[src/rtl/assert_macros.svh]
// ----------------------------------------------------------------------------
// assert_macros.svh
// Concurrent assertion shorthands, compiled out for synthesis
// ----------------------------------------------------------------------------
`ifndef ASSERT_MACROS_SVH
`define ASSERT_MACROS_SVH

`ifndef SYNTHESIS

// antecedent holds -> consequent holds in the same cycle
`define ASSERT_IMPLIES(label, clk, rst, ante, cons) \
   label: assert property (@(posedge clk) disable iff (rst) (ante) |-> (cons)) \
      else $error("assertion failed: ante -> cons");

// antecedent holds -> consequent sequence starts in the next cycle
`define ASSERT_NEXT(label, clk, rst, ante, cons) \
   label: assert property (@(posedge clk) disable iff (rst) (ante) |=> cons) \
      else $error("assertion failed: ante => cons");

`else

`define ASSERT_IMPLIES(label, clk, rst, ante, cons)
`define ASSERT_NEXT(label, clk, rst, ante, cons)

`endif

`endif

[src/rtl/swuj_ram.sv]
// ----------------------------------------------------------------------------
// swuj_ram
// Generic simple dual-port RAM, one write and one registered read port
// ----------------------------------------------------------------------------
module swuj_ram #(
   parameter int WIDTH = 32,
   parameter int DEPTH = 64
) (
   input  logic                     clock,
   input  logic                     wr_en,
   input  logic [$clog2(DEPTH)-1:0] wr_addr,
   input  logic [WIDTH-1:0]         wr_data,
   input  logic [$clog2(DEPTH)-1:0] rd_addr,
   output logic [WIDTH-1:0]         rd_data
);

   logic [WIDTH-1:0] mem_ff [DEPTH];
   logic [WIDTH-1:0] rd_data_ff;

   always_ff @(posedge clock) begin
      if (wr_en) begin
         mem_ff[wr_addr] <= wr_data;
      end
      rd_data_ff <= mem_ff[rd_addr];
   end

   assign rd_data = rd_data_ff;

endmodule

[config.mk]
export PLATFORM = sky130hd
export DESIGN_NAME = swuj_ram
export DESIGN_NICKNAME = d
export VERILOG_FILES = /design/src/rtl/assert_macros.svh /design/src/rtl/swuj_ram.sv
export SDC_FILE = /design/constraint.sdc
export NUM_CORES = 2
export LEC_CHECK = 0
export ABC_CLOCK_PERIOD_IN_PS = 3400
export BUFFER_PORTS_ARGS = -buffer_cell sky130_fd_sc_hd__clkbuf_2
export CORE_MARGIN = 3
export CORE_UTILIZATION = 57
export CTS_CLUSTER_SIZE = 40
export DETAILED_ROUTE_END_ITERATION = 10
export GPL_ROUTABILITY_DRIVEN = 0
export PLACE_DENSITY = 0.86
export RECOVER_POWER = 100
export SLEW_MARGIN = 20
export SYNTH_ARGS = -nofsm -noshare
export SYNTH_HDL_FRONTEND = slang
export SYNTH_SLANG_ARGS = --single-unit
export TNS_END_PERCENT = 100
[constraint.sdc]
create_clock -name clock -period 3.4 [get_ports clock]
set_clock_uncertainty 0.05 [all_clocks]
set_input_delay 0.34 -clock clock [delete_from_list [all_inputs] [get_ports clock]]
set_output_delay 0.34 -clock clock [all_outputs]
set_load 0.01 [all_outputs]
Word-level counts from Yosys, hierarchy flattened
Memory sizes are Yosys's and may differ from the RTL's. A register that Yosys moved wholly into a read port is not among the register bits. Cells that the tools add are included.

Flip-flop bits (word level): 0. Latch bits: 0. Memory bits (writable): 2048. Bits in read-only memories: 0. Input bits: 46. Output and inout bits: 32. Word-level logic and storage cells: 3. Memories kept: 1.

Add/sub/neg operators: 0. $mul: 0. Divide/modulo/power cells: 0. $lt $le $gt $ge: 0. Equal/unequal tests: 0. Shift operators: 0. Muxes and demuxes: 2. Bitwise logic cells: 0. Reductions and logical operators: 0.

Memories: mem_ff (depth 64, bits a word 32, rd ports 1, clocked after memory_dff 1, write ports 1, line swuj_ram.sv:17) `logic [WIDTH-1:0] mem_ff [DEPTH];`.

Operators with widths (count): $mux 1 (2).

Longest topological paths before layout
Depth after elaboration: 2. Mapped depth: 10. Gate-level depth less buffers: 5.

Worst setup path before layout
Ideal clock, no wire load.

Path type: input to register. Start point: input wr_addr[3]. End point: memory mem_ff[48][0], enable pin. Library setup time: 0.461 ns. Arrival: 3.039 ns. Data required time: 2.889 ns. Path slack: -0.150 ns. Cell stages on the path: 4. Buffers on the path: 1. Cells stage by stage: clkbuf_1 > nor2b_1 > nand4b_1 > nor3_1.

RTL lines: start: declaration (line swuj_ram.sv:11) `input logic [$clog2(DEPTH)-1:0] wr_addr,`; end: declaration (line swuj_ram.sv:17).

Straight into the memory's write port.

Final worst setup path
Start point: input wr_addr[2]. End point: memory mem_ff[22][16], enable pin.

Straight into the memory's write port.

==> impl_metrics.yaml <==
finish:
  nets: 3684
  area_growth_pct: 12.2
  final_util_pct: 64.7
  nFillCells: 7987
  drive_gt1_share_pct: 27.2
  fin_area_sq_um: 88100
yosys:
  netlist_area_sq_um: 78500
  yosysTopAreaCell: "edfxtp_1"
  synthFlopType: "edfxtp_1"
  avgSynthCellArea_sq_um: 23.6
  synthCells: 3324
  synth_warnings: 0
  yosysSeqAreaShare_pct: 79.1
  synthTopCellsByArea: "edfxtp_1, mux4_2, mux2i_1"
  synth-edff-count: 2048
  synth.most_common_cell: "edfxtp_1"
  async_flop_share_pct: 0
  synth_fp_nets: 3370
  synth_top_area_share_pct: 78.3
  synth-seq-cells: 2080
  netlist_top_cells_count: "edfxtp_1, mux4_2, nor2_1"
  ys_types: 34
floorplan:
  rows: 135
  core_sq_um: 136000
  io_pins: 78
  dieWidth_microns: 377
  initial_core_util_pct: 57.7
  die_y_microns: 377
  dieArea_sq_um: 142000
setup_path:
  critical_path_buf_inv_count: 4
  r2r_cells: 5
  startpoint_type: "primary input"
  slowest_stage: "clkbuf_1"
  critPathMaxStageDelay_ps: 1500
  reg2reg_slack_ps: 840
  crit_family: "buffers and inverters"
  worst_path_most_repeated_cell: "clkbuf_1"
  cp_max_fo: 19
  r2r_start: "mem_ff[1][5]"
  critPathArrivalTime_ps: 3530
  cp-end-kind: "flip-flop"
  path_cells: "clkbuf_1 -> clkbuf_1 -> nand3_1 -> clkbuf_1 -> nor2_4 -> clkbuf_1"
  cp.required_ps: 3740
  r2r-end: "rd_data[5]"
  worstSetupPathType: "primary input to flip-flop"
power:
  peakVddDrop_mv: 0.499
  power.leakage_uw: 0.0274
  power_density_nw_per_um2: 590
timing:
  rsz0062_at_grt: "no"
  drv_slew: 2307
  post-route-period-util_pct: 93.8
  finalSetupViolCount: 0
  max_slew_margin_pct: -134
  max_freq_mhz: 314
  tns_ps: 0
  worstMarginPinSlew_ps: 3510
  fin_crit_ps: 3190
  finalWorstSetupSlack_ps: 212
  finalHoldViolations: 0
routing:
  drt_iter0_drc: 7657
  ant_nets: 0
  vias_per_cell: 7.38
  first_pass_iters: 6
  vias: 41200
  wl_per_cell_microns: 41.2
  drc: 0
  drt-total-wl_mm: 230
clock_network:
  numCtsBuffers: 185
  clock-root-buffer: "clkbuf_16"
  path_clk_slew_ps: 60
  htreeDepth: 4
  clk_latency_ps: 830
  cts.sinks: 2080
  cts_tree: "yes"
  clock_path_buffers: 3
place:
  port_buffers: 77
  placed_area_sq_um: 83100
  place_worst_setup_slack_ps: 95.1
  hpwlAfterDp_mm: 115
run:
  drv_cap: 57
global_route:
  grt_pass1_wl_mm: 322
  grt_usage_pct: 32.8
  grt_start_max_net_pins: 65
  grt_overflow_total: 0
  grt_pass1_vias: 42400
  antenna_found_initial: 10
run_status:
  violations: "capacitance limit, slew limit"
  status: "finished with violations"
worst_hold_path:
  hold_end: "rd_data[29]"
  min_from: "rd_addr[4]"
  holdPathStages: 3
  min-delay-path-class: "primary input to flip-flop"
## state kept, by name, summed over array words and instances (netlist names)
register	count
rd_data	32
mem_ff	2048
## where the power goes
| group | total (uW) | internal (uW) | switching (uW) |
|---|---|---|---|
| clock | 20700 | 11200 | 9440 |
| combinational | 2780 | 989 | 1790 |
| sequential | 28600 | 28400 | 144 |
## through the flow
stage               hold WS, ps  cells  total power [uW]
CTS                         123   5576             52000
detailed placement          503   5230             31700
finish                      203   5579             52000
global placement            509   5229             31600
floorplan                   389   3324             30400
global route                183   5576             53000
## tightest hold or removal path, delay by kind of cell
kind,cells,cell delay (ps)
buf+inv,1,450
compound gates,1,160
simple gates,1,100
## worst max-delay path by stage
stage               slack (ps)  depth (start not counted)        from              to
CTS                        910                          7  rd_addr[3]      rd_data[5]
global route               310                          5  wr_addr[1]  mem_ff[42][13]
detailed placement         100                          7  rd_addr[0]      rd_data[1]
global placement            80                          7  rd_addr[0]      rd_data[1]
floorplan                  360                          4  wr_addr[5]   mem_ff[39][0]
finish                     210                          6  wr_addr[2]  mem_ff[22][16]
## repair_timing
item,in CTS,in global routing
buffers inserted,0,0
resized for setup,0,0
hold buffers,2,0
endpoints found under the hold margin,4,0
## layer usage
metal / wire length, microns / GRT usage, %
met1: 68200 / 41.0
met4: 16300 / 18.3
met2: 110000 / 51.9
met5: 27 / 0
met3: 35200 / 10.1
## final cells by class
cell class	count	area [sq um]	area share (%)
repair buffers	309	2080	2.36
clock buffers	239	5040	5.72
clock inverters	105	797	0.905
well taps	1781	2230	2.53
multi-input cells	1062	15800	17.9
flip-flops and latches	2080	62100	70.5
diodes	3	7.51	0.00852
## cell usage in the layout, fill, tap and decap left out, types with 4 or more instances in the layout
master / instances
clkbuf_2: 66
buf_4: 89
mux4_2: 544
clkinv_1: 45
a41o_1: 4
inv_6: 4
a311oi_1: 8
o32ai_1: 4
nor3_1: 5
clkbuf_1: 161
bufinv_16: 10
nor2_4: 37
and3_1: 4
clkbuf_16: 192
nor2b_1: 15
a21oi_1: 62
nand2b_1: 8
dfxtp_1: 32
o22ai_1: 84
buf_12: 28
nor2_1: 100
nand3b_1: 5
o221ai_1: 27
clkbuf_8: 6
clkinv_2: 33
a22oi_1: 12
nand3_1: 5
mux2i_1: 93
edfxtp_1: 2048
nand2_1: 26
clkinvlp_4: 7
## cells by family (layout without fill, tap and decap cells)
logic type,Yosys count,count (layout),share of synthesized area (%)
simple gates,223,223,1.27
other cells,0,3,0
flops,2080,2080,79.1
mux,637,637,16.8
compound gates,202,202,1.67
buf+inv,182,653,1.13
Note: power is estimated with default switching activity, not from simulation.
